## src/rtl/assert_macros.svh

```systemverilog
// ----------------------------------------------------------------------------
// assert_macros.svh
// Concurrent assertion helpers for the RTL of the dose accumulator.
// ----------------------------------------------------------------------------
`ifndef ASSERT_MACROS_SVH
`define ASSERT_MACROS_SVH

// Property must hold at every clock edge outside reset
`define DNA_ASSERT(lbl, clk, rstn, prop, msg) \
  lbl: assert property (@(posedge clk) disable iff (!rstn) prop) else $error(msg);

// Condition must never be true outside reset
`define DNA_ASSERT_NEVER(lbl, clk, rstn, cond, msg) \
  lbl: assert property (@(posedge clk) disable iff (!rstn) !(cond)) else $error(msg);

`endif

```

## src/rtl/dna_pkg.sv

```systemverilog
// ----------------------------------------------------------------------------
// dna_pkg
// Widths, dose factor table and shared types of the neutron dose accumulator.
// ----------------------------------------------------------------------------
`default_nettype none

package dna_pkg;

  // Field widths
  localparam int unsigned VolW   = 4;
  localparam int unsigned CodeW  = 24;
  localparam int unsigned EW     = 45;   // energy, 2^-36 MeV
  localparam int unsigned PW     = 24;   // path, 2^-8 mm
  localparam int unsigned CW     = 27;   // dose factor, 2^-40
  localparam int unsigned IW     = 48;   // dose increment, 2^-48
  localparam int unsigned SumW   = 64;
  localparam int unsigned CntW   = 32;

  // Interpolation table
  localparam int unsigned NumPoints = 22;
  localparam int unsigned SegW      = $clog2(NumPoints);

  // Datapath width of the serial multiplier / divider (73-bit numerator + 1)
  localparam int unsigned NW   = 74;
  localparam int unsigned ItW  = 6;      // iteration counter, holds up to EW-1

  localparam logic [CodeW-1:0] DefaultParticle = 24'd2112;
  localparam logic [3:0]       PathDivisor     = 4'd10;   // mm to cm

  // Energy break points, 2^-36 MeV
  localparam logic [EW-1:0] E_TAB [NumPoints] = '{
    45'd1718, 45'd6872, 45'd68719, 45'd687195, 45'd6871948,
    45'd68719477, 45'd687194767, 45'd6871947674, 45'd34359738368,
    45'd68719476736, 45'd171798691840, 45'd343597383680, 45'd481036337152,
    45'd687194767360, 45'd962072674304, 45'd1374389534720,
    45'd2748779069440, 45'd4123168604160, 45'd6871947673600,
    45'd13743895347200, 45'd20615843020800, 45'd27487790694400
  };

  // Dose factors at the break points, 2^-40
  localparam logic [CW-1:0] C_TAB [NumPoints] = '{
    27'd1122601, 27'd1122601, 27'd1363394, 27'd1363394, 27'd1316115,
    27'd1122601, 27'd1090825, 27'd6639951, 27'd28279439, 27'd40187150,
    27'd38175044, 27'd47718805, 27'd44915050, 27'd44915050, 27'd63628738,
    27'd69412169, 27'd76350087, 27'd69412169, 27'd54535777, 27'd58735911,
    27'd69412169, 27'd76350087
  };

  // Per-volume sums as stored in one memory word
  typedef struct packed {
    logic [SumW-1:0] dose;
    logic [CntW-1:0] hits;
    logic [SumW-1:0] energy;
    logic [SumW-1:0] path;
  } sums_t;

  // Dose factor unit request and response
  typedef struct packed {
    logic          start;
    logic [EW-1:0] energy;
    logic [PW-1:0] path;
  } fac_req_t;

  typedef struct packed {
    logic          done;
    logic [IW-1:0] inc;
  } fac_rsp_t;

endpackage

`default_nettype wire

```

## src/rtl/dna_sum_mem.sv

```systemverilog
// ----------------------------------------------------------------------------
// dna_sum_mem
// Per-volume sum memory: one write port, one read port with registered data,
// per-entry valid bits so that unwritten entries read as zero.
// ----------------------------------------------------------------------------
`default_nettype none

module dna_sum_mem #(
  parameter int unsigned Depth = 8,
  parameter int unsigned AW    = 3
) (
  input  wire logic           clk_i,
  input  wire logic           rst_ni,
  input  wire logic           rd_en_i,
  input  wire logic [AW-1:0]  rd_addr_i,
  output dna_pkg::sums_t      rd_data_o,
  input  wire logic           wr_en_i,
  input  wire logic [AW-1:0]  wr_addr_i,
  input  wire dna_pkg::sums_t wr_data_i
);

  dna_pkg::sums_t mem_q [Depth];
  dna_pkg::sums_t rdat_q;
  logic [Depth-1:0] vld_q;
  logic             rvld_q;

  // Storage array and read data register
  always_ff @(posedge clk_i) begin
    if (wr_en_i) begin
      mem_q[wr_addr_i] <= wr_data_i;
    end
    if (rd_en_i) begin
      rdat_q <= mem_q[rd_addr_i];
    end
  end

  // Entry valid bits, cleared at reset
  always_ff @(posedge clk_i or negedge rst_ni) begin
    if (!rst_ni) begin
      vld_q  <= '0;
      rvld_q <= 1'b0;
    end else begin
      if (wr_en_i) begin
        vld_q[wr_addr_i] <= 1'b1;
      end
      if (rd_en_i) begin
        rvld_q <= vld_q[rd_addr_i];
      end
    end
  end

  assign rd_data_o = rvld_q ? rdat_q : '0;

endmodule

`default_nettype wire

```

## config.mk

```make
export PLATFORM = sky130hd
export DESIGN_NAME = dna_sum_mem
export DESIGN_NICKNAME = d
export VERILOG_FILES = /design/src/rtl/assert_macros.svh /design/src/rtl/dna_pkg.sv /design/src/rtl/dna_sum_mem.sv
export SDC_FILE = /design/constraint.sdc
export NUM_CORES = 1
export LEC_CHECK = 0
export BUFFER_PORTS_ARGS = -buffer_cell sky130_fd_sc_hd__buf_2
export CORE_MARGIN = 1.5
export CORE_UTILIZATION = 54
export DETAILED_ROUTE_END_ITERATION = 6
export GPL_ROUTABILITY_DRIVEN = 0
export HOLD_SLACK_MARGIN = 0.1
export PLACE_DENSITY_LB_ADDON = 0.12
export SYNTH_ARGS = -nofsm -noshare
export SYNTH_HDL_FRONTEND = slang
export SYNTH_SLANG_ARGS = --single-unit
```

## constraint.sdc

```tcl
create_clock -name clk_i -period 1.44 [get_ports clk_i]
set_clock_uncertainty 0.05 [all_clocks]
set_input_delay 0.288 -clock clk_i [delete_from_list [all_inputs] [get_ports clk_i]]
set_output_delay 0.288 -clock clk_i [all_outputs]
set_load 0.005 [all_outputs]
```

==> flow_summary.ini <==
[setup_path]
worstPathMaxFanout = 16
r2r_cells = 2
reg2reg_to = rdat_q[51]
slowest_delay_ns = 0.50
path_class = reg2out
crit-reg2reg-launch = mem_q[6][51]
r2r_slack_ns = -0.04
crit_required_ns = 1.10
cp_num_buf_inv = 4
start_kind = register
slowest_stage = dfrtp_4
critPathTopFamily = buffers and inverters
cp_common_cell = buf_12
arrival_ns = 2.07
end_kind = primary output
crit_chain = buf_12 > buf_16 > buf_12 > and2_1 > buf_2

[power]
switching_share = 0.207
combPwrFrac = 0.075
peakVddDrop_uv = 1090
p_sw_mw = 26.6
cellPowerDensity_mw_per_mm2 = 1370
leakagePower_nw = 31.7
p_clk_frac = 0.396
power.internal_mw = 102
seq_power_share = 0.529

[detailed_routing]
drc = 0
drtAntennaViolNets = 0
drt-wirelength-per-cell_um = 27.5
detail_route.iter0.violations = 3209
vias = 35900
routed_wl_um = 171000
drtPass1Iterations = 5
viasPerCell = 5.76

[outcome]
violations = setup timing
status = complete, but fails checks

[finish]
fin_cells = 6226
areaGrowthSynthToFinish_pct = 24.1
num-fill-cells = 8724
drive_above_1_share = 0.429
final_net_count = 4399
design_area_mm2 = 0.0941
multi_input_area_mm2 = 0.0146
seqCellArea_mm2 = 0.0608
utilization = 0.675

[sta]
period_share = 1.67
maxSlewHeadroom = 0.681
tightest_slew_ns = 0.479
setup_viol = 245
maxSlewViolCount = 0
hold_ws_ns = 0.159
hold_viol = 0
period_minus_slack_ns = 2.41
worst_slack_ns = -0.965
fin_tns_setup_ns = -198.29
fmax_mhz = 416
rsz0062_at_grt = true

[place]
dp_hpwl_um = 108000
dpl.cell_count = 5600
place_area_mm2 = 0.0843
numPortBuffers = 457

[synthesis]
avgSynthCellArea_um2 = 24.5
synthMuxAreaShare = 0.167
synth_adder_area_share = 0
yosysTopAreaCell = edfxtp_1
synthCells = 3098
synth_compound_area_frac = 0
syn_area_mm2 = 0.0758
synth_top_family_by_area = multiplexers
yosysSeqAreaShare = 0.802
synth-xor-area-share = 0
synth.area.top_cells = edfxtp_1 (80%), mux4_2 (13%), mux2_2 (3.3%)
ys_types = 17
ys_seq_elements = 2025
syn_nets = 3332
synthSimpleGateAreaFrac = 0.0199
synth.top_cell.area_share = 0.799
yosysWarnings = 0

[clock_tree]
numCtsBuffers = 199
cts_root_buf = clkbuf_16
cts-htree-levels = 4
cts_sinks = 2025
path_clk_slew_ns = 0.06
clk_path_buf_depth = 3
insertion_delay_ns = 0.83
cts_tree = built

[die]
ios = 458
start_util = 0.544
dieArea_mm2 = 0.143
die_w_um = 378
core_area_mm2 = 0.139
fp-row-count = 137
dieHeight_um = 378

[flow_run]
maxCapViolations = 0

[min_path]
hp-class = in2reg
worstHoldEndpoint = mem_q[1][182]
min_path_cells = 4
hold_path.startpoint = wr_en_i

[grt]
grt_pass1_wl_um = 249000
grtUsageTotal = 0.243
antenna_found_initial = 22
grt_max_degree = 38
grt_pass1_vias = 38200
grt_overflow = 0
==> logic make-up (layout without fill, tap and decap cells) <==
| group | Yosys count | in the layout |
|---|---|---|
| muxes | 678 | 678 |
| other | 0 | 14 |
| DFF | 2025 | 2025 |
| buffers and inverters | 150 | 1388 |
| and+or+nand+nor | 245 | 245 |
==> cell type report <==
type | instances | area share
tap | 1876 | 0.0249
antenna | 14 | 0.000372
clock buffer | 239 | 0.0554
clock inverter | 133 | 0.0136
multi-input combinational | 923 | 0.155
inverter | 1 | 0.0000399
sequential | 2025 | 0.646
timing repair buffer | 1015 | 0.105
==> registers in the layout, indices dropped and copies added, names as in the netlist <==
| register | flops |
|---|---|
| rdat_q | 224 |
| vld_q | 8 |
| mem_q | 1792 |
| rvld_q | 1 |
==> worst max-delay path by stage <==
stage	start	to	slack, ns	cells after the start
final	rvld_q	rd_data_o[179]	-0.97	5
after floorplan	wr_addr_i[0]	vld_q[0]	-4.91	3
after detailed placement	rd_addr_i[0]	rdat_q[145]	-0.67	5
after CTS	rvld_q	rd_data_o[179]	-1.03	5
after global placement	rd_addr_i[0]	rdat_q[150]	-0.63	5
after global routing	rvld_q	rd_data_o[181]	-1.04	5
==> power groups by stage <==
stage | Sequential (mW) | Clock [mW] | Combinational [mW]
floorplan | 69.0 | 0 | 4.21
global placement | 69.1 | 0 | 8.17
detailed placement | 69.2 | 0 | 8.36
CTS | 68.0 | 51.9 | 9.43
global route | 68.1 | 54.1 | 10.2
finish | 68.0 | 50.9 | 9.59
==> synth_stat cells <==
| cell | count |
|---|---|
| mux2i_1 | 5 |
| clkbuf_1 | 66 |
| nand2b_1 | 3 |
| mux4_2 | 449 |
| edfxtp_1 | 2016 |
| nor3_1 | 2 |
| inv_1 | 1 |
| nor2_1 | 6 |
| nand2_1 | 2 |
| buf_4 | 1 |
| or2_2 | 8 |
| mux2_2 | 224 |
| and2_1 | 224 |
| buf_1 | 26 |
| buf_2 | 23 |
| dfrtp_1 | 9 |
| buf_6 | 33 |
==> through the flow <==
stage | power, mW | worst slack (ns)
floorplan | 73.2 | -4.91
global placement | 77.2 | -0.626
detailed placement | 77.6 | -0.671
CTS | 129 | -1.03
global route | 132 | -1.04
finish | 129 | -0.965
==> routing by layer <==
metal | global-route usage | wire length, um | up-vias
met4 | 0.0720 | 4340 | 26
met5 | 0 | 154 | -
met1 | 0.328 | 68500 | 19100
li1 | - | - | 15200
met2 | 0.405 | 87600 | 1234
met3 | 0.0465 | 10900 | 267
==> layout by cell type, fill, tap and decap left out, types with 2 or more instances in the layout <==
cell type,instances
buf_2,384
buf_16,5
inv_6,4
edfxtp_1,2016
nand2b_4,3
clkbuf_16,206
buf_6,72
or2_2,8
clkinv_2,44
buf_4,141
dfrtp_1,8
buf_8,7
mux4_2,449
clkinvlp_4,7
clkbuf_1,36
clkinv_8,4
nor2_4,6
mux2i_1,5
bufinv_16,20
clkinv_16,3
and2_4,94
mux2_2,224
nand2_8,2
and2_1,130
clkinv_1,49
nor3_4,2
dlygate4sd3_1,229
diode_2,14
buf_12,174
==> what timing repair did <==
| action | in CTS | in global routing |
|---|---|---|
| setup endpoints to repair | 250 | 344 |
| gates cloned | 3 | 4 |
| buffers inserted | 5 | 1 |
| hold buffers | 229 | 0 |
| endpoints found under the hold margin | 2047 | 0 |
| resized for setup | 117 | 76 |
==> worst register-to-register path, delay by kind of cell (launching register included) <==
kind   cells  cell delay [ns]
DFF        1             0.40
muxes      2             0.78
Note: power is estimated with default switching activity, not from simulation.
