## config.mk

```make
export PLATFORM = sky130hd
export DESIGN_NAME = dna_factor
export DESIGN_NICKNAME = d
export VERILOG_FILES = /design/src/rtl/assert_macros.svh /design/src/rtl/dna_pkg.sv /design/src/rtl/dna_factor.sv
export SDC_FILE = /design/constraint.sdc
export NUM_CORES = 2
export LEC_CHECK = 0
export BUFFER_PORTS_ARGS = -buffer_cell sky130_fd_sc_hd__buf_2
export CORE_UTILIZATION = 40
export DETAILED_ROUTE_END_ITERATION = 8
export GPL_ROUTABILITY_DRIVEN = 0
export GPL_TIMING_DRIVEN = 1
export PLACE_DENSITY = 0.64
export SLEW_MARGIN = 5
export SYNTH_ARGS = -nofsm -noshare
export SYNTH_HDL_FRONTEND = slang
export SYNTH_SLANG_ARGS = --single-unit
```

## constraint.sdc

```tcl
create_clock -name clk_i -period 8.2 [get_ports clk_i]
set_input_delay 1.64 -clock clk_i [delete_from_list [all_inputs] [get_ports clk_i]]
set_output_delay 1.64 -clock clk_i [all_outputs]
set_load 0.03 [all_outputs]
```

## src/rtl/assert_macros.svh

```systemverilog
// ----------------------------------------------------------------------------
// assert_macros.svh
// Concurrent assertion helpers for the RTL of the dose accumulator.
// ----------------------------------------------------------------------------
`ifndef ASSERT_MACROS_SVH
`define ASSERT_MACROS_SVH

// Property must hold at every clock edge outside reset
`define DNA_ASSERT(lbl, clk, rstn, prop, msg) \
  lbl: assert property (@(posedge clk) disable iff (!rstn) prop) else $error(msg);

// Condition must never be true outside reset
`define DNA_ASSERT_NEVER(lbl, clk, rstn, cond, msg) \
  lbl: assert property (@(posedge clk) disable iff (!rstn) !(cond)) else $error(msg);

`endif

```

## src/rtl/dna_pkg.sv

```systemverilog
// ----------------------------------------------------------------------------
// dna_pkg
// Widths, dose factor table and shared types of the neutron dose accumulator.
// ----------------------------------------------------------------------------
`default_nettype none

package dna_pkg;

  // Field widths
  localparam int unsigned VolW   = 4;
  localparam int unsigned CodeW  = 24;
  localparam int unsigned EW     = 45;   // energy, 2^-36 MeV
  localparam int unsigned PW     = 24;   // path, 2^-8 mm
  localparam int unsigned CW     = 27;   // dose factor, 2^-40
  localparam int unsigned IW     = 48;   // dose increment, 2^-48
  localparam int unsigned SumW   = 64;
  localparam int unsigned CntW   = 32;

  // Interpolation table
  localparam int unsigned NumPoints = 22;
  localparam int unsigned SegW      = $clog2(NumPoints);

  // Datapath width of the serial multiplier / divider (73-bit numerator + 1)
  localparam int unsigned NW   = 74;
  localparam int unsigned ItW  = 6;      // iteration counter, holds up to EW-1

  localparam logic [CodeW-1:0] DefaultParticle = 24'd2112;
  localparam logic [3:0]       PathDivisor     = 4'd10;   // mm to cm

  // Energy break points, 2^-36 MeV
  localparam logic [EW-1:0] E_TAB [NumPoints] = '{
    45'd1718, 45'd6872, 45'd68719, 45'd687195, 45'd6871948,
    45'd68719477, 45'd687194767, 45'd6871947674, 45'd34359738368,
    45'd68719476736, 45'd171798691840, 45'd343597383680, 45'd481036337152,
    45'd687194767360, 45'd962072674304, 45'd1374389534720,
    45'd2748779069440, 45'd4123168604160, 45'd6871947673600,
    45'd13743895347200, 45'd20615843020800, 45'd27487790694400
  };

  // Dose factors at the break points, 2^-40
  localparam logic [CW-1:0] C_TAB [NumPoints] = '{
    27'd1122601, 27'd1122601, 27'd1363394, 27'd1363394, 27'd1316115,
    27'd1122601, 27'd1090825, 27'd6639951, 27'd28279439, 27'd40187150,
    27'd38175044, 27'd47718805, 27'd44915050, 27'd44915050, 27'd63628738,
    27'd69412169, 27'd76350087, 27'd69412169, 27'd54535777, 27'd58735911,
    27'd69412169, 27'd76350087
  };

  // Per-volume sums as stored in one memory word
  typedef struct packed {
    logic [SumW-1:0] dose;
    logic [CntW-1:0] hits;
    logic [SumW-1:0] energy;
    logic [SumW-1:0] path;
  } sums_t;

  // Dose factor unit request and response
  typedef struct packed {
    logic          start;
    logic [EW-1:0] energy;
    logic [PW-1:0] path;
  } fac_req_t;

  typedef struct packed {
    logic          done;
    logic [IW-1:0] inc;
  } fac_rsp_t;

endpackage

`default_nettype wire

```

## src/rtl/dna_factor.sv

```systemverilog
// ----------------------------------------------------------------------------
// dna_factor
// Iterative dose increment unit: segment lookup, bit-serial interpolation
// product, restoring division by the segment width, path scaling and a
// shift-add division by ten.
// ----------------------------------------------------------------------------
`default_nettype none

module dna_factor (
  input  wire logic             clk_i,
  input  wire logic             rst_ni,
  input  wire dna_pkg::fac_req_t req_i,
  output dna_pkg::fac_rsp_t     rsp_o
);

  localparam logic [2:0] F_IDLE  = 3'd0;
  localparam logic [2:0] F_MUL   = 3'd1;
  localparam logic [2:0] F_DIV   = 3'd2;
  localparam logic [2:0] F_SCALE = 3'd3;
  localparam logic [2:0] F_D10A  = 3'd4;
  localparam logic [2:0] F_D10B  = 3'd5;
  localparam logic [2:0] F_D10C  = 3'd6;
  localparam logic [2:0] F_D10D  = 3'd7;

  localparam int unsigned QF = dna_pkg::CW;   // quotient bits of the factor
  localparam int unsigned DW = dna_pkg::CW + dna_pkg::PW;   // scaled product

  logic [2:0]                state_q, state_d;
  logic [dna_pkg::ItW-1:0]   cnt_q, cnt_d;
  logic [dna_pkg::CW-1:0]    ca_q, ca_d, cb_q, cb_d;
  logic [dna_pkg::EW-1:0]    xa_q, xa_d, xb_q, xb_d, dv_q, dv_d;
  logic [dna_pkg::NW-1:0]    acc_q, acc_d, dsh_q, dsh_d;
  logic [dna_pkg::IW-1:0]    q_q, q_d;
  logic [dna_pkg::PW-1:0]    path_q, path_d;
  logic [DW-1:0]             est_q, est_d;
  logic                      done_q, done_d;

  // Segment lookup on the incoming energy
  logic [dna_pkg::SegW-1:0]  seg, seg_lo;
  logic                      clamp_lo, clamp_hi;
  logic [dna_pkg::NW-1:0]    mul_step;
  logic                      div_ge;
  logic [dna_pkg::CW+dna_pkg::PW-1:0] scale_prod;
  logic [DW-1:0]             n10, d10_a0, d10_a, d10_b0, d10_b, d10_c, r10;
  logic                      ge10, ge20;

  always_comb begin
    seg = dna_pkg::SegW'(dna_pkg::NumPoints - 1);
    for (int i = dna_pkg::NumPoints - 1; i >= 1; i--) begin
      if (req_i.energy <= dna_pkg::E_TAB[i]) begin
        seg = dna_pkg::SegW'(i);
      end
    end
    seg_lo   = seg - 1'b1;
    clamp_lo = req_i.energy <= dna_pkg::E_TAB[0];
    clamp_hi = req_i.energy >= dna_pkg::E_TAB[dna_pkg::NumPoints-1];
  end

  // MSB-first shift-add of both interpolation products
  assign mul_step = {acc_q[dna_pkg::NW-2:0], 1'b0}
                  + (xa_q[dna_pkg::EW-1] ? dna_pkg::NW'(ca_q) : '0)
                  + (xb_q[dna_pkg::EW-1] ? dna_pkg::NW'(cb_q) : '0);

  // Restoring division step
  assign div_ge     = acc_q >= dsh_q;
  assign scale_prod = q_q[dna_pkg::CW-1:0] * path_q;

  // Divide by ten: shift-add estimate of n * 0.8 / 8, which never exceeds
  // the true quotient and trails it by at most two, then a remainder fix-up
  always_comb begin
    n10    = acc_q[DW-1:0];
    d10_a0 = (n10 >> 1) + (n10 >> 2);
    d10_a  = d10_a0 + (d10_a0 >> 4);
    d10_b0 = est_q + (est_q >> 8);
    d10_b  = d10_b0 + (d10_b0 >> 16);
    d10_c  = (est_q + (est_q >> 32)) >> 3;
    r10    = n10 - ((est_q << 3) + (est_q << 1));
    ge10   = r10 >= DW'(dna_pkg::PathDivisor);
    ge20   = r10 >= (DW'(dna_pkg::PathDivisor) << 1);
  end

  always_comb begin
    state_d = state_q;
    cnt_d   = cnt_q;
    ca_d    = ca_q;
    cb_d    = cb_q;
    xa_d    = xa_q;
    xb_d    = xb_q;
    dv_d    = dv_q;
    acc_d   = acc_q;
    dsh_d   = dsh_q;
    q_d     = q_q;
    path_d  = path_q;
    est_d   = est_q;
    done_d  = 1'b0;
    case (state_q)
      F_IDLE: begin
        if (req_i.start) begin
          path_d = req_i.path;
          if (clamp_lo || clamp_hi) begin
            q_d     = dna_pkg::IW'(clamp_lo ? dna_pkg::C_TAB[0]
                                            : dna_pkg::C_TAB[dna_pkg::NumPoints-1]);
            state_d = F_SCALE;
          end else begin
            ca_d    = dna_pkg::C_TAB[seg];
            cb_d    = dna_pkg::C_TAB[seg_lo];
            xa_d    = req_i.energy - dna_pkg::E_TAB[seg_lo];
            xb_d    = dna_pkg::E_TAB[seg] - req_i.energy;
            dv_d    = dna_pkg::E_TAB[seg] - dna_pkg::E_TAB[seg_lo];
            acc_d   = '0;
            cnt_d   = dna_pkg::ItW'(dna_pkg::EW - 1);
            state_d = F_MUL;
          end
        end
      end
      F_MUL: begin
        acc_d = mul_step;
        xa_d  = {xa_q[dna_pkg::EW-2:0], 1'b0};
        xb_d  = {xb_q[dna_pkg::EW-2:0], 1'b0};
        cnt_d = cnt_q - 1'b1;
        if (cnt_q == '0) begin
          dsh_d   = dna_pkg::NW'(dv_q) << (QF - 1);
          q_d     = '0;
          cnt_d   = dna_pkg::ItW'(QF - 1);
          state_d = F_DIV;
        end
      end
      F_DIV: begin
        if (div_ge) begin
          acc_d = acc_q - dsh_q;
        end
        q_d   = {q_q[dna_pkg::IW-2:0], div_ge};
        dsh_d = dsh_q >> 1;
        cnt_d = cnt_q - 1'b1;
        if (cnt_q == '0) begin
          state_d = F_SCALE;
        end
      end
      F_SCALE: begin
        acc_d   = dna_pkg::NW'(scale_prod);
        state_d = F_D10A;
      end
      F_D10A: begin
        est_d   = d10_a;
        state_d = F_D10B;
      end
      F_D10B: begin
        est_d   = d10_b;
        state_d = F_D10C;
      end
      F_D10C: begin
        est_d   = d10_c;
        state_d = F_D10D;
      end
      F_D10D: begin
        q_d     = est_q[dna_pkg::IW-1:0] + dna_pkg::IW'(ge10) + dna_pkg::IW'(ge20);
        done_d  = 1'b1;
        state_d = F_IDLE;
      end
      default: begin
        state_d = F_IDLE;
      end
    endcase
  end

  // Control registers
  always_ff @(posedge clk_i or negedge rst_ni) begin
    if (!rst_ni) begin
      state_q <= F_IDLE;
      done_q  <= 1'b0;
    end else begin
      state_q <= state_d;
      done_q  <= done_d;
    end
  end

  // Datapath registers
  always_ff @(posedge clk_i) begin
    cnt_q  <= cnt_d;
    ca_q   <= ca_d;
    cb_q   <= cb_d;
    xa_q   <= xa_d;
    xb_q   <= xb_d;
    dv_q   <= dv_d;
    acc_q  <= acc_d;
    dsh_q  <= dsh_d;
    q_q    <= q_d;
    path_q <= path_d;
    est_q  <= est_d;
  end

  assign rsp_o.done = done_q;
  assign rsp_o.inc  = q_q;

endmodule

`default_nettype wire

```

==> flow_summary_export.csv <==
group,metric,value,unit
layout,fin_util,0.4755,
job,drv_cap,0,
place,hpwlAfterDp,197700,µm
route,wl_per_cell,21.62,µm
route,first_pass_iters,9,
layout,nets,10190,
logic_synthesis,synth_fp_nets,9457,
route,first_iter_violations,6526,
timing,worst_pin_slew,1.122,ns
setup_path,end_kind,"flop",
clock_network,clk_latency,0.77,ns
global_route,antenna_found_initial,6,
route,vias_per_cell,5.746,
power,peakVddDrop,0.1739,mV
setup_path,arrival,8.79,ns
timing,slew_headroom,0.2453,
floorplanning,ios,121,
logic_synthesis,syn_area,0.06935,mm²
timing,period_share,1.024,
timing,rsz0062_at_grt,"yes",
setup_path,ff2ff_path_depth,28,
global_route,track_usage,0.2735,
global_route,grt_pass1_wl,372700,µm
timing,slew_viol_final,0,
layout,drive_gt1_frac,0.1514,
route,drc,2,
floorplanning,fp.dieH,418.4,µm
setup_path,slowest_delay,0.46,ns
timing,setup-tns-final,-0.3419,ns
logic_synthesis,synth_edf_count,463,
layout,fillers,16480,
logic_synthesis,syn_inst,8123,
route,drt-total-wl,242600,µm
global_route,grt-ovfl-total,0,
logic_synthesis,synth.distinct_cells,102,
floorplanning,die_w,418.4,µm
setup_path,worstPathMaxFanout,5,
clock_network,cts_tree,"built",
worst_hold_path,worstHoldPathType,"reg2reg",
clock_network,cts_sinks,467,
logic_synthesis,yosys_warnings,0,
route,via_count,64460,
floorplanning,rows,152,
clock_network,h-tree-depth,2,
timing,finalSetupViolCount,5,
clock_network,cts_inserted_buffers,61,
logic_synthesis,avgSynthCellArea,8.538,µm²
floorplanning,die_area,0.1750,mm²
logic_synthesis,ys.flop_type,"edfxtp_1",
route,ant_nets,0,
global_route,grt_max_degree,81,
floorplanning,start_util,0.4034,
floorplanning,core_area,0.1719,mm²
logic_synthesis,ys_ff_latch,467,
place,port_buffers,120,
setup_path,crit_path_top_delay_cell,"or4_4",
logic_synthesis,async_flop_share,0.008565,
timing,final_hold_viol_count,0,
logic_synthesis,ys_top_cells_by_area,"edfxtp_1 20%, fa_1 18%, ha_1 11%",
outcome,status,"finished, violations left",
worst_hold_path,whs_path_depth,2,
timing,clock_skew,0.08690,ns
timing,fin_ws,-0.1955,ns
clock_network,clkTransAtPathRegs,0.07,ns
clock_network,cts-root-buf,"clkbuf_16",
logic_synthesis,seq_area_frac_synth,0.2019,
logic_synthesis,yosysTopAreaCell,"edfxtp_1",
setup_path,crit_required,8.59,ns
timing,max_freq,119.1,MHz
power,leakagePower,38.03,nW
outcome,violations,"DRC, setup timing",
timing,hold_ws,0.5045,ns
setup_path,crit_type,"in2reg",
global_route,grt_pass1_vias,63760,
clock_network,ctsLongestPathBuffers,3,
timing,period_minus_slack,8.395,ns
power,p_total,6.940,mW
setup_path,start_kind,"primary input",
power,powerDensity,84.90,mW/mm²
clock_network,ctsHoldBuffers,0,
setup_path,crit_top_cell,"a21oi_2",
logic_synthesis,synth_top_area_frac,0.2005,
layout,synthToLayoutAreaGrowth,17.87,%
through the flow:
stage               instance area [µm²]  worst slack [ns]  cells
CTS                               80770          0.001122  11170
detailed placement                78530           -0.8336  11060
floorplan                         69650           -0.8411   8123
finish                            81750           -0.1955  11220
global placement                  78530           -0.7586  11060
global route                      81740           -0.4638  11220
cells in the mapped netlist, drive strengths merged (30+ instances only):
| cell | instances |
|---|---|
| clkbuf | 315 |
| a21o | 227 |
| nand2b | 83 |
| nor2 | 476 |
| nand3 | 170 |
| inv | 916 |
| nor4 | 44 |
| o221ai | 30 |
| xnor2 | 392 |
| nor3 | 118 |
| a211oi | 34 |
| o31ai | 51 |
| and2 | 307 |
| and3 | 65 |
| o21bai | 95 |
| ha | 631 |
| a21oi | 546 |
| or2 | 36 |
| nor2b | 71 |
| a31oi | 78 |
| xor2 | 200 |
| nand2 | 1005 |
| edfxtp | 463 |
| o22ai | 53 |
| o21ai | 461 |
| o211ai | 40 |
| or3 | 41 |
| o21a | 52 |
| fa | 631 |
| a22oi | 68 |
| nand4 | 70 |
final cells by class:
class                   instances  area (µm²)  share of cell area
well taps                    2310        2890             0.03536
repair buffers               1010        7744             0.09473
inverters                     918        3446             0.04215
clock buffers                  73        1633             0.01997
diodes                          4       10.01           0.0001224
flip-flops and latches        467       14000              0.1713
multi-input cells            6394       51490              0.6299
clock inverters                43       528.0            0.006459
logic make-up after synthesis:
| logic type | Yosys count | share of synthesized area |
|---|---|---|
| adder cells (fa/ha/maj) | 1274 | 0.2978 |
| AO/OA/AOI/OAI | 1957 | 0.1801 |
| XOR/XNOR | 592 | 0.07476 |
| multiplexers | 7 | 0.001046 |
| flip-flops | 467 | 0.2019 |
| AND/OR/NAND/NOR | 2564 | 0.1758 |
| buffers and inverters | 1262 | 0.06863 |
metal layers:
layer | track usage | wire [µm] | vias to the layer above | part of all wire
met4 | 0.1520 | 15730 | 6 | 0.065
met5 | 0 | 40 | - | 0.00016
met1 | 0.3566 | 97600 | 31090 | 0.40
met3 | 0.04951 | 22070 | 730 | 0.091
met2 | 0.4275 | 107100 | 3238 | 0.44
li1 | - | - | 29400 | -
state kept, by name, summed over array words and instances, names as in the netlist, 6 cells and up:
register  cells
dsh_q        71
path_q       24
dv_q         45
q_q          48
xa_q         45
cnt_q         6
est_q        51
xb_q         45
cb_q         27
acc_q        74
ca_q         27
placed cells by master (no fill, tap or decap), types with 63 or more instances in the layout:
cell type,netlist,final
a21o_1,227,227
a21oi_1,543,515
a22oi_1,68,67
a31oi_1,75,71
and2_1,306,303
and3_1,65,65
buf_2,12,114
buf_4,2,848
clkbuf_16,0,63
edfxtp_1,463,463
fa_1,631,623
ha_1,631,618
inv_1,913,906
nand2_1,1005,1002
nand2b_1,83,82
nand3_1,170,169
nand4_1,70,70
nor2_1,473,462
nor2b_1,71,70
nor3_1,118,114
o21ai_0,448,413
o21bai_1,95,95
xnor2_1,392,388
xor2_1,200,199
worst paths after layout:
check	slack [ns]	end	start
hold reg to reg	0.50	xa_q[1]	xa_q[0]
setup reg to reg	0.23	acc_q[49]	q_q[7]
hold / removal	0.50	xa_q[1]	xa_q[0]
max in group asynchronous	7.27	state_q[2]	rst_ni
min in group asynchronous	0.71	done_q	rst_ni
setup / recovery	-0.20	xa_q[44]	req_i[31]
power breakdown:
group / switching, mW / total (mW) / leakage (nW) / internal [mW]
Clock: 1.26 / 2.95 / 1.03 / 1.69
Combinational: 0.746 / 1.33 / 32.5 / 0.588
Sequential: 0 / 2.66 / 4.46 / 2.66
worst max-delay path: cells and delay by family:
kind / cells / cell delay, ns
compound gates: 22 / 3.97
buf+inv: 3 / 0.42
fa+ha+maj: 2 / 0.55
xor+xnor: 1 / 0.15
simple gates: 8 / 2.05
what timing repair did:
item	CTS	global route
endpoints found under the hold margin	0	0
cloned	0	1
resized for setup	11	148
endpoints found under the setup margin	8	96
pin swaps	10	70
setup buffers	1	42
Note: power is estimated with default switching activity, not from simulation.
